## config.mk

```make
export PLATFORM = sky130hd
export DESIGN_NAME = es_descriptor_parser_core
export DESIGN_NICKNAME = d
export VERILOG_FILES = /design/src/design/esdp_pkg.sv /design/src/design/esdp_front.sv /design/src/design/esdp_queue.sv /design/src/design/esdp_back.sv /design/src/design/es_descriptor_parser_core.sv
export VERILOG_INCLUDE_DIRS = /design/src /design/src/design
export SDC_FILE = /design/constraint.sdc
export NUM_CORES = 1
export LEC_CHECK = 0
export BUFFER_PORTS_ARGS = -buffer_cell sky130_fd_sc_hd__buf_2
export CORE_ASPECT_RATIO = 0.6
export CORE_MARGIN = 3
export CORE_UTILIZATION = 60
export DETAILED_ROUTE_END_ITERATION = 10
export PLACE_DENSITY = 0.8
export SLEW_MARGIN = 40
export SYNTH_ARGS = -nofsm -noshare
export SYNTH_HDL_FRONTEND = slang
export SYNTH_SLANG_ARGS = --single-unit
```

## constraint.sdc

```tcl
create_clock -name aclk -period 6.1 [get_ports aclk]
set_input_delay 0.305 -clock aclk [delete_from_list [all_inputs] [get_ports aclk]]
set_output_delay 0.305 -clock aclk [all_outputs]
set_load 0.02 [all_outputs]
```

## src/design/es_descriptor_parser_core_assert.svh

```systemverilog
// Assertion macros used by the parser's top-level RTL file.
// Define ASSERT_OFF to compile the checks out.
`ifndef ES_DESCRIPTOR_PARSER_CORE_ASSERT_SVH
`define ES_DESCRIPTOR_PARSER_CORE_ASSERT_SVH

`ifndef ASSERT_OFF

// Same-cycle implication, checked outside reset
`define ESDP_ASSERT_NOW(lbl, clk, rstn, ante, cons, msg) \
    lbl: assert property (@(posedge clk) disable iff (!(rstn)) (ante) |-> (cons)) \
        else $error(msg);

// Next-cycle implication, checked outside reset
`define ESDP_ASSERT_NEXT(lbl, clk, rstn, ante, cons, msg) \
    lbl: assert property (@(posedge clk) disable iff (!(rstn)) (ante) |=> (cons)) \
        else $error(msg);

`else

`define ESDP_ASSERT_NOW(lbl, clk, rstn, ante, cons, msg)
`define ESDP_ASSERT_NEXT(lbl, clk, rstn, ante, cons, msg)

`endif

`endif

```

## src/design/esdp_pkg.sv

```systemverilog
package esdp_pkg;

    // Fixed field widths
    localparam int BYTE_W   = 8;
    localparam int STATUS_W = 3;
    localparam int SIZE_W   = 28;
    localparam int RATE_W   = 17;
    localparam int CHAN_W   = 4;
    localparam int CNT_W    = 4;
    localparam int GROUP_W  = 3;
    localparam int M_DATA_W = 64;

    // Length field: 7-bit groups, at most this many
    localparam logic [GROUP_W-1:0] LEN_GROUPS_MAX = 3'd4;

    // Fixed field byte counts
    localparam logic [CNT_W-1:0] HEAD_BYTES = 4'd4;
    localparam logic [CNT_W-1:0] ES_BYTES   = 4'd3;
    localparam logic [CNT_W-1:0] DEC_BYTES  = 4'd13;

    // Descriptor tags
    localparam logic [BYTE_W-1:0] TAG_ES   = 8'h03;
    localparam logic [BYTE_W-1:0] TAG_DEC  = 8'h04;
    localparam logic [BYTE_W-1:0] TAG_SPEC = 8'h05;

    // Summary status codes
    localparam logic [STATUS_W-1:0] ST_OK       = 3'd0;
    localparam logic [STATUS_W-1:0] ST_BAD_TAG3 = 3'd1;
    localparam logic [STATUS_W-1:0] ST_BAD_TAG4 = 3'd2;
    localparam logic [STATUS_W-1:0] ST_BAD_TAG5 = 3'd3;
    localparam logic [STATUS_W-1:0] ST_TRUNC    = 3'd4;
    localparam logic [STATUS_W-1:0] ST_EMPTY    = 3'd5;

    // Result word kinds
    localparam logic KIND_CFG = 1'b0;
    localparam logic KIND_SUM = 1'b1;

    // Register map
    localparam int PADDR_W = 2;
    localparam logic [PADDR_W-1:0] ADDR_AAC = 2'd0;

    // Queue between front and back
    localparam int Q_DEPTH = 4;
    localparam int Q_PTR_W = $clog2(Q_DEPTH);
    localparam int Q_CNT_W = $clog2(Q_DEPTH + 1);

    // One queue entry: what a byte asks the back end to emit
    typedef struct packed {
        logic                has_cfg;
        logic                has_sum;
        logic [BYTE_W-1:0]   cfg_byte;
        logic [STATUS_W-1:0] status;
        logic [SIZE_W-1:0]   size;
        logic                aac_ok;
        logic [3:0]          rate_idx;
        logic [CHAN_W-1:0]   chan;
    } esdp_op_t;

    typedef struct packed {
        logic               full;
        logic               empty;
        logic [Q_CNT_W-1:0] count;
    } esdp_q_stat_t;

    // Sampling frequency index to hertz
    function automatic logic [RATE_W-1:0] rate_lookup(input logic [3:0] idx);
        logic [RATE_W-1:0] r;
        unique case (idx)
            4'd0:    r = 17'd96000;
            4'd1:    r = 17'd88200;
            4'd2:    r = 17'd64000;
            4'd3:    r = 17'd48000;
            4'd4:    r = 17'd44100;
            4'd5:    r = 17'd32000;
            4'd6:    r = 17'd24000;
            4'd7:    r = 17'd22050;
            4'd8:    r = 17'd16000;
            4'd9:    r = 17'd12000;
            4'd10:   r = 17'd11025;
            4'd11:   r = 17'd8000;
            4'd12:   r = 17'd7350;
            default: r = '0;
        endcase
        return r;
    endfunction

endpackage

```

## src/design/esdp_front.sv

```systemverilog
module esdp_front import esdp_pkg::*; (
    input  logic              aclk,
    input  logic              aresetn,
    input  logic              s_tvalid,
    output logic              s_tready,
    input  logic [BYTE_W-1:0] s_tdata,   // [7:0] data_byte
    input  logic              s_tlast,
    input  logic              is_aac,
    input  esdp_q_stat_t      q_stat,
    output logic              push,
    output esdp_op_t          op
);

    // Parse phases
    localparam logic [3:0] PH_HEAD   = 4'd0;
    localparam logic [3:0] PH_TAG3   = 4'd1;
    localparam logic [3:0] PH_LEN3   = 4'd2;
    localparam logic [3:0] PH_ES     = 4'd3;
    localparam logic [3:0] PH_TAG4   = 4'd4;
    localparam logic [3:0] PH_LEN4   = 4'd5;
    localparam logic [3:0] PH_DEC    = 4'd6;
    localparam logic [3:0] PH_TAG5   = 4'd7;
    localparam logic [3:0] PH_LEN5   = 4'd8;
    localparam logic [3:0] PH_CONFIG = 4'd9;
    localparam logic [3:0] PH_SKIP   = 4'd10;

    logic [3:0]          phase_reg, phase_next;
    logic [CNT_W-1:0]    cnt_reg, cnt_next, cnt_dec;
    logic [SIZE_W-1:0]   acc_reg, acc_next, acc_take;
    logic [GROUP_W-1:0]  grp_reg, grp_next, grp_inc;
    logic [SIZE_W-1:0]   left_reg, left_next, left_dec;
    logic [SIZE_W-1:0]   stored_reg, stored_next;
    logic [15:0]         first_reg, first_next;
    logic [1:0]          rcv_reg, rcv_next;
    logic [STATUS_W-1:0] held_reg, held_next;
    logic                accept;
    logic                len_done;
    logic [BYTE_W-1:0]   b0, b1;

    assign s_tready = !q_stat.full;
    assign accept   = s_tvalid && s_tready;

    // Shared step helpers
    assign cnt_dec  = (cnt_reg != '0) ? cnt_reg - 1'b1 : cnt_reg;
    assign left_dec = (left_reg != '0) ? left_reg - 1'b1 : left_reg;
    assign acc_take = {acc_reg[SIZE_W-8:0], s_tdata[6:0]};
    assign grp_inc  = grp_reg + 1'b1;
    assign len_done = !(s_tdata[7] && (grp_inc < LEN_GROUPS_MAX));

    // Byte classification and state update
    always_comb begin
        phase_next  = phase_reg;
        cnt_next    = cnt_reg;
        acc_next    = acc_reg;
        grp_next    = grp_reg;
        left_next   = left_reg;
        stored_next = stored_reg;
        first_next  = first_reg;
        rcv_next    = rcv_reg;
        held_next   = held_reg;
        op          = '0;

        unique case (phase_reg)
            PH_HEAD: begin
                cnt_next = cnt_dec;
                if (cnt_dec == '0) phase_next = PH_TAG3;
            end
            PH_ES: begin
                cnt_next = cnt_dec;
                if (cnt_dec == '0) phase_next = PH_TAG4;
            end
            PH_DEC: begin
                cnt_next = cnt_dec;
                if (cnt_dec == '0) phase_next = PH_TAG5;
            end
            PH_TAG3: begin
                if (s_tdata == TAG_ES) begin
                    phase_next = PH_LEN3;
                    acc_next   = '0;
                    grp_next   = '0;
                end else begin
                    held_next  = ST_BAD_TAG3;
                    phase_next = PH_SKIP;
                end
            end
            PH_TAG4: begin
                if (s_tdata == TAG_DEC) begin
                    phase_next = PH_LEN4;
                    acc_next   = '0;
                    grp_next   = '0;
                end else begin
                    held_next  = ST_BAD_TAG4;
                    phase_next = PH_SKIP;
                end
            end
            PH_TAG5: begin
                if (s_tdata == TAG_SPEC) begin
                    phase_next = PH_LEN5;
                    acc_next   = '0;
                    grp_next   = '0;
                end else begin
                    held_next  = ST_BAD_TAG5;
                    phase_next = PH_SKIP;
                end
            end
            PH_LEN3: begin
                acc_next = acc_take;
                grp_next = len_done ? '0 : grp_inc;
                if (len_done) begin
                    phase_next = PH_ES;
                    cnt_next   = ES_BYTES;
                end
            end
            PH_LEN4: begin
                acc_next = acc_take;
                grp_next = len_done ? '0 : grp_inc;
                if (len_done) begin
                    phase_next = PH_DEC;
                    cnt_next   = DEC_BYTES;
                end
            end
            PH_LEN5: begin
                acc_next = acc_take;
                grp_next = len_done ? '0 : grp_inc;
                if (len_done) begin
                    stored_next = acc_take;
                    left_next   = acc_take;
                    if (acc_take == '0) begin
                        held_next  = ST_EMPTY;
                        phase_next = PH_SKIP;
                    end else begin
                        phase_next = PH_CONFIG;
                    end
                end
            end
            PH_CONFIG: begin
                // keep the first two bytes, count received ones up to two
                if (rcv_reg != 2'd2) begin
                    first_next = {first_reg[7:0], s_tdata};
                    rcv_next   = rcv_reg + 1'b1;
                end
                op.has_cfg  = 1'b1;
                op.cfg_byte = s_tdata;
                left_next   = left_dec;
                if (left_dec == '0) begin
                    held_next  = ST_OK;
                    phase_next = PH_SKIP;
                end
            end
            default: phase_next = PH_SKIP;
        endcase

        // End-of-atom summary from the updated state
        if (rcv_next == 2'd2) begin
            b0 = first_next[15:8];
            b1 = first_next[7:0];
        end else begin
            b0 = first_next[7:0];
            b1 = '0;
        end
        op.has_sum  = s_tlast;
        op.status   = s_tlast ? ((phase_next == PH_SKIP) ? held_next : ST_TRUNC) : ST_OK;
        op.size     = s_tlast ? stored_next : '0;
        op.aac_ok   = s_tlast && is_aac && (stored_next > SIZE_W'(1));
        op.rate_idx = {b0[2:0], b1[7]};
        op.chan     = b1[6:3];
    end

    assign push = accept && (op.has_cfg || op.has_sum);

    // Control state; an atom end restores the start-of-atom values
    always_ff @(posedge aclk) begin
        if (!aresetn) begin
            phase_reg  <= PH_HEAD;
            cnt_reg    <= HEAD_BYTES;
            acc_reg    <= '0;
            grp_reg    <= '0;
            left_reg   <= '0;
            stored_reg <= '0;
            first_reg  <= '0;
            rcv_reg    <= '0;
            held_reg   <= ST_OK;
        end else if (accept) begin
            if (s_tlast) begin
                phase_reg  <= PH_HEAD;
                cnt_reg    <= HEAD_BYTES;
                acc_reg    <= '0;
                grp_reg    <= '0;
                left_reg   <= '0;
                stored_reg <= '0;
                first_reg  <= '0;
                rcv_reg    <= '0;
                held_reg   <= ST_OK;
            end else begin
                phase_reg  <= phase_next;
                cnt_reg    <= cnt_next;
                acc_reg    <= acc_next;
                grp_reg    <= grp_next;
                left_reg   <= left_next;
                stored_reg <= stored_next;
                first_reg  <= first_next;
                rcv_reg    <= rcv_next;
                held_reg   <= held_next;
            end
        end
    end

endmodule

```

## src/design/esdp_queue.sv

```systemverilog
module esdp_queue import esdp_pkg::*; (
    input  logic         aclk,
    input  logic         aresetn,
    input  logic         push,
    input  esdp_op_t     push_op,
    input  logic         pop,
    output esdp_op_t     head_op,
    output esdp_q_stat_t q_stat
);

    esdp_op_t           entry_reg [Q_DEPTH];
    logic [Q_PTR_W-1:0] wr_ptr_reg, rd_ptr_reg;
    logic [Q_CNT_W-1:0] count_reg;
    logic               do_push, do_pop;

    assign q_stat.full  = (count_reg == Q_CNT_W'(Q_DEPTH));
    assign q_stat.empty = (count_reg == '0);
    assign q_stat.count = count_reg;
    assign do_push      = push && !q_stat.full;
    assign do_pop       = pop && !q_stat.empty;
    assign head_op      = entry_reg[rd_ptr_reg];

    // Entry storage
    always_ff @(posedge aclk) begin
        if (do_push) entry_reg[wr_ptr_reg] <= push_op;
    end

    // Pointers and fill level
    always_ff @(posedge aclk) begin
        if (!aresetn) begin
            wr_ptr_reg <= '0;
            rd_ptr_reg <= '0;
            count_reg  <= '0;
        end else begin
            if (do_push) wr_ptr_reg <= wr_ptr_reg + 1'b1;
            if (do_pop)  rd_ptr_reg <= rd_ptr_reg + 1'b1;
            if (do_push && !do_pop)      count_reg <= count_reg + 1'b1;
            else if (do_pop && !do_push) count_reg <= count_reg - 1'b1;
        end
    end

endmodule

```

## src/design/esdp_back.sv

```systemverilog
module esdp_back import esdp_pkg::*; (
    input  logic                aclk,
    input  logic                aresetn,
    input  esdp_op_t            head_op,
    input  esdp_q_stat_t        q_stat,
    output logic                pop,
    output logic                m_tvalid,
    input  logic                m_tready,
    // [7:0] config_byte, [10:8] parse_status, [38:11] config_size,
    // [55:39] audio_rate, [59:56] channel_count, [63:60] zero
    output logic [M_DATA_W-1:0] m_tdata,
    output logic                m_tuser,   // [0] item_kind
    output logic                m_tlast
);

    logic                m_tvalid_reg, m_tvalid_next;
    logic [M_DATA_W-1:0] m_tdata_reg, m_tdata_next;
    logic                m_tuser_reg, m_tuser_next;
    logic                m_tlast_reg, m_tlast_next;
    logic                cfg_sent_reg, cfg_sent_next;
    logic                load;
    logic                send_cfg;
    logic [RATE_W-1:0]   rate;
    logic [CHAN_W-1:0]   chan;

    assign load     = !m_tvalid_reg || m_tready;
    assign send_cfg = head_op.has_cfg && !cfg_sent_reg;
    assign rate     = head_op.aac_ok ? rate_lookup(head_op.rate_idx) : '0;
    assign chan     = head_op.aac_ok ? head_op.chan : '0;

    // Expand a queue entry into a config word, a summary word, or both
    always_comb begin
        m_tvalid_next = m_tvalid_reg;
        m_tdata_next  = m_tdata_reg;
        m_tuser_next  = m_tuser_reg;
        m_tlast_next  = m_tlast_reg;
        cfg_sent_next = cfg_sent_reg;
        pop           = 1'b0;
        if (load) begin
            m_tvalid_next = !q_stat.empty;
            if (!q_stat.empty) begin
                if (send_cfg) begin
                    m_tdata_next  = {{(M_DATA_W-BYTE_W){1'b0}}, head_op.cfg_byte};
                    m_tuser_next  = KIND_CFG;
                    m_tlast_next  = 1'b0;
                    pop           = !head_op.has_sum;
                    cfg_sent_next = head_op.has_sum;
                end else begin
                    m_tdata_next  = {4'b0, chan, rate, head_op.size, head_op.status,
                                     {BYTE_W{1'b0}}};
                    m_tuser_next  = KIND_SUM;
                    m_tlast_next  = 1'b1;
                    pop           = 1'b1;
                    cfg_sent_next = 1'b0;
                end
            end
        end
    end

    always_ff @(posedge aclk) begin
        if (!aresetn) begin
            m_tvalid_reg <= 1'b0;
            cfg_sent_reg <= 1'b0;
        end else begin
            m_tvalid_reg <= m_tvalid_next;
            cfg_sent_reg <= cfg_sent_next;
        end
    end

    always_ff @(posedge aclk) begin
        m_tdata_reg <= m_tdata_next;
        m_tuser_reg <= m_tuser_next;
        m_tlast_reg <= m_tlast_next;
    end

    assign m_tvalid = m_tvalid_reg;
    assign m_tdata  = m_tdata_reg;
    assign m_tuser  = m_tuser_reg;
    assign m_tlast  = m_tlast_reg;

endmodule

```

## src/design/es_descriptor_parser_core.sv

```systemverilog
// Path: a byte accepted by the front parser is written into a queue entry, and its
// result word is then loaded into the output register before it is valid.
// Throughput: one byte per cycle; the front parser takes a byte every cycle
// unless the four-entry queue is full. A config byte that also ends the atom
// yields two words, which the output register sends one after the other.
// Reset: synchronous, active low; clears parser state, queue, output valid, AAC flag.
`include "es_descriptor_parser_core_assert.svh"

module es_descriptor_parser_core import esdp_pkg::*; (
    input  logic                aclk,
    input  logic                aresetn,
    // byte stream in
    input  logic                s_tvalid,
    output logic                s_tready,
    input  logic [BYTE_W-1:0]   s_tdata,   // [7:0] data_byte
    input  logic                s_tlast,   // end_of_atom
    // result words out
    output logic                m_tvalid,
    input  logic                m_tready,
    // [7:0] config_byte, [10:8] parse_status, [38:11] config_size,
    // [55:39] audio_rate, [59:56] channel_count, [63:60] zero
    output logic [M_DATA_W-1:0] m_tdata,
    output logic                m_tuser,   // [0] item_kind
    output logic                m_tlast,   // is_last
    // register port
    input  logic                psel,
    input  logic                penable,
    input  logic                pwrite,
    input  logic [PADDR_W-1:0]  paddr,
    input  logic [31:0]         pwdata,
    output logic [31:0]         prdata,
    output logic                pready
);

    logic         is_aac_reg;
    logic         push, pop;
    esdp_op_t     push_op, head_op;
    esdp_q_stat_t q_stat;

    // Register port
    assign pready = 1'b1;
    assign prdata = (paddr == ADDR_AAC) ? {31'b0, is_aac_reg} : '0;

    always_ff @(posedge aclk) begin
        if (!aresetn) begin
            is_aac_reg <= 1'b0;
        end else if (psel && penable && pwrite && pready && paddr == ADDR_AAC) begin
            is_aac_reg <= pwdata[0];
        end
    end

    esdp_front u_front (
        .aclk     (aclk),
        .aresetn  (aresetn),
        .s_tvalid (s_tvalid),
        .s_tready (s_tready),
        .s_tdata  (s_tdata),
        .s_tlast  (s_tlast),
        .is_aac   (is_aac_reg),
        .q_stat   (q_stat),
        .push     (push),
        .op       (push_op)
    );

    esdp_queue u_queue (
        .aclk    (aclk),
        .aresetn (aresetn),
        .push    (push),
        .push_op (push_op),
        .pop     (pop),
        .head_op (head_op),
        .q_stat  (q_stat)
    );

    esdp_back u_back (
        .aclk     (aclk),
        .aresetn  (aresetn),
        .head_op  (head_op),
        .q_stat   (q_stat),
        .pop      (pop),
        .m_tvalid (m_tvalid),
        .m_tready (m_tready),
        .m_tdata  (m_tdata),
        .m_tuser  (m_tuser),
        .m_tlast  (m_tlast)
    );

    // Checks
    `ESDP_ASSERT_NOW(a_q_bound, aclk, aresetn, 1'b1,
                     q_stat.count <= Q_CNT_W'(Q_DEPTH), "queue overfilled")
    `ESDP_ASSERT_NOW(a_last_is_sum, aclk, aresetn, m_tvalid,
                     m_tlast == m_tuser, "last flag and kind disagree")
    `ESDP_ASSERT_NOW(a_cfg_clean, aclk, aresetn, m_tvalid && m_tuser == KIND_CFG,
                     m_tdata[M_DATA_W-1:BYTE_W] == '0, "config word carries summary bits")
    `ESDP_ASSERT_NEXT(a_full_stall, aclk, aresetn, q_stat.full && !pop,
                      !s_tready, "input taken while queue full")

endmodule

```

==> results.toml <==
[synth]
synthTopCellsByArea = "edfxtp_1, dfxtp_1, mux4_2, nand2_1, a22oi_1"
synth_fa_ha_area_share_pct = 1.375
syn_inst = 1390
yosys.area_share.simple_pct = 14.39
synth_top_area_cell = "edfxtp_1"
synth_common_cells = "edfxtp_1, nand2_1, dfxtp_1"
yosys.cell_types.count = 69
synth-compound-area-share_pct = 12.22
synth_xor_xnor_area_share_pct = 0.7243
synth_top_cell_area_share_pct = 46.29
synth-main-ff-cell = "edfxtp_1"
synth.cell_area_um2 = 16930
synth.ff_latch_count = 377
async_flop_share_pct = 0
synth_edf_count = 261
yosysWarnings = 0
synth_top_family_by_area = "simple AND/OR/NAND/NOR gates"
postSynthAreaPerCell_um2 = 12.18
yosysSeqAreaShare_pct = 60.01
synthMuxAreaShare_pct = 7.065
synth.most_common_cell = "edfxtp_1"

[clock_tree]
numCtsBuffers = 35
cts_resized = 0
clock_latency_ns = 0.54
h-tree-depth = 2
root_buffer = "clkbuf_16"
clockBufferDepth = 3
path_clk_slew_ns = 0.07
clock-sinks = 377
post_cts_buffers = 0
hold_buffers = 0
cts_tree = "done"

[finish]
final_area_um2 = 18710
stdcell_count = 1828
largest_reg_flops = 200
area_delta_synth_final_pct = 10.50
layout-drive-gt1-share_pct = 16.35
final_nets = 1510
antenna_cells = 0
final_core_util_pct = 69.16

[route]
wl_um = 38330
met3_length_um = 3435
first_pass_iters = 6
vias_per_cell = 6.317
wl_met2_um = 17760
drtIter0Drc = 1504
drcViolationCount = 0
detail_route.wl_per_cell_um = 20.97
antenna_left = 0
vias = 11550
met1Wirelength_um = 16310
top_layer_used = "met5"

[power_and_ir_drop]
power_density_nw_per_um2 = 392.1
total_power_mw = 7.335
p_leak_nw = 6.580
irDropWorstVdd_v = 0.0003298

[place]
place_area_um2 = 17550
dpl_worst_slack_ns = 2.408
placed_cells = 1765
dp_hpwl_um = 24170
globalplace.congestion = 0.9147
port_buffers = 83

[timing]
rsz0062_at_grt = "no"
fin_tns_setup_ns = 0
period_minus_slack_ns = 3.869
skew_ns = 0.02230
relSlewSlack_pct = 46.70
hold-worst-slack_ns = 0.03211
hold_viol_final = 0
worst_pin_slew_ns = 0.7965
fmax_ghz = 0.2584
drv_slew = 0
timing.final.crit_share_pct = 63.43
setup_violations = 0
setup_ws_ns = 2.231

[grt]
grt_use_total_pct = 25.15
grt_max_degree = 96
grt_pass1_vias = 10930
grt_pass1_wl_um = 60440
grt.overflow.total = 0
antenna_found_initial = 2

[critical_path]
required_ns = 6.34
end_kind = "register"
crit_start = "u_front.left_reg[0]$_SDFFE_PN0P_"
reg2reg_slack_ns = 2.23
cp.arrival_ns = 4.11
start_kind = "register"
worstRegToRegCells = 10
critPathKind = "register to register"
worstSetupEndpoint = "u_queue.entry_reg[1][39]$_DFFE_PP_"
crit_fanout = 7
r2r_start = "u_front.left_reg[0]$_SDFFE_PN0P_"
r2r_end = "u_queue.entry_reg[1][39]$_DFFE_PP_"

[job]
drv_cap = 0

[floorplanning]
die-area_um2 = 30330
core_area_um2 = 27050
start_util_pct = 62.59
placementRows = 46
die_width_um = 222.9
io_pins = 151
fp.dieH_um = 136.1

[worst_hold_path]
min_path_type = "primary input to register"

[status]
outcome = "completed"
[area by class of cell]
class	instances	area [um^2]
clock buffers	45	944.7
clock inverters	18	206.4
fillers	1880	8343
inverters	22	82.58
multi-input cells	898	6236
flip-flops and latches	377	10160
well taps	360	450.4
repair buffers	108	623.1
[worst min-delay path by stage]
stage                                           startpoint                                  to  slack [ns]  depth (start not counted)
after floorplan                                    s_tlast  u_queue.entry_reg[0][48]$_DFFE_PP_        0.40                          0
after global placement    u_front.held_reg[2]$_SDFFE_PN0P_    u_front.held_reg[2]$_SDFFE_PN0P_        0.45                          2
after detailed placement  u_front.held_reg[2]$_SDFFE_PN0P_    u_front.held_reg[2]$_SDFFE_PN0P_        0.46                          2
after CTS                                        pwdata[0]             is_aac_reg$_SDFFE_PN0P_        0.01                          3
after global routing                             pwdata[0]             is_aac_reg$_SDFFE_PN0P_        0.08                          3
final                                            pwdata[0]             is_aac_reg$_SDFFE_PN0P_        0.03                          3
[power breakdown]
group	internal [mW]	switching, mW	total, mW	leakage (nW)
Sequential	3.15	0.115	3.26	3.55
Clock	1.27	0.952	2.23	0.557
Combinational	0.651	1.19	1.85	2.48
[critical path: stages (launching register included)]
cell      delay, ns
dfxtp_1        0.37
inv_1          0.11
ha_1           0.24
nor4b_1        0.62
nand4_1        0.37
a21oi_1        0.48
xnor2_1        0.18
nand4_1        0.12
nor4_2         0.70
a21o_1         0.24
a21boi_1       0.15
[cells in the final DEF (no fill, tap or decap), types with 8 or more instances in the layout]
master,synthesis,layout
and2_1,55,51
dfxtp_1,116,114
o21ai_0,64,63
buf_2,5,83
a21oi_1,35,33
a31oi_1,11,11
and3_1,17,17
nor2b_1,75,75
clkbuf_1,77,8
or3_1,9,9
nor2_1,64,63
nand4_1,8,8
clkbuf_16,0,36
inv_1,22,22
edfxtp_1,261,261
nor4_1,20,19
a22oi_1,64,64
ha_1,17,17
or4_1,8,8
or2_2,8,8
a22o_1,25,25
conb_1,2,36
xnor2_1,10,10
a211oi_1,9,9
a21boi_0,40,40
nand3_1,15,15
buf_4,37,22
mux4_2,49,49
nand2b_1,10,10
nor3_1,21,20
nand2_1,145,145
[cell families after synthesis]
kind of cell	after synthesis
simple gates	470
flops	377
compound gates	302
buf+inv	149
mux	58
fa+ha+maj	18
xor+xnor	14
other cells	2
[routing by layer]
layer / track usage (%) / vias up
met5: 0 / -
met3: 5.222 / 76
met2: 38.79 / 533
met1: 36.94 / 5729
met4: 6.737 / 2
li1: - / 5207
No activity file was read; power rests on OpenSTA's default activity.
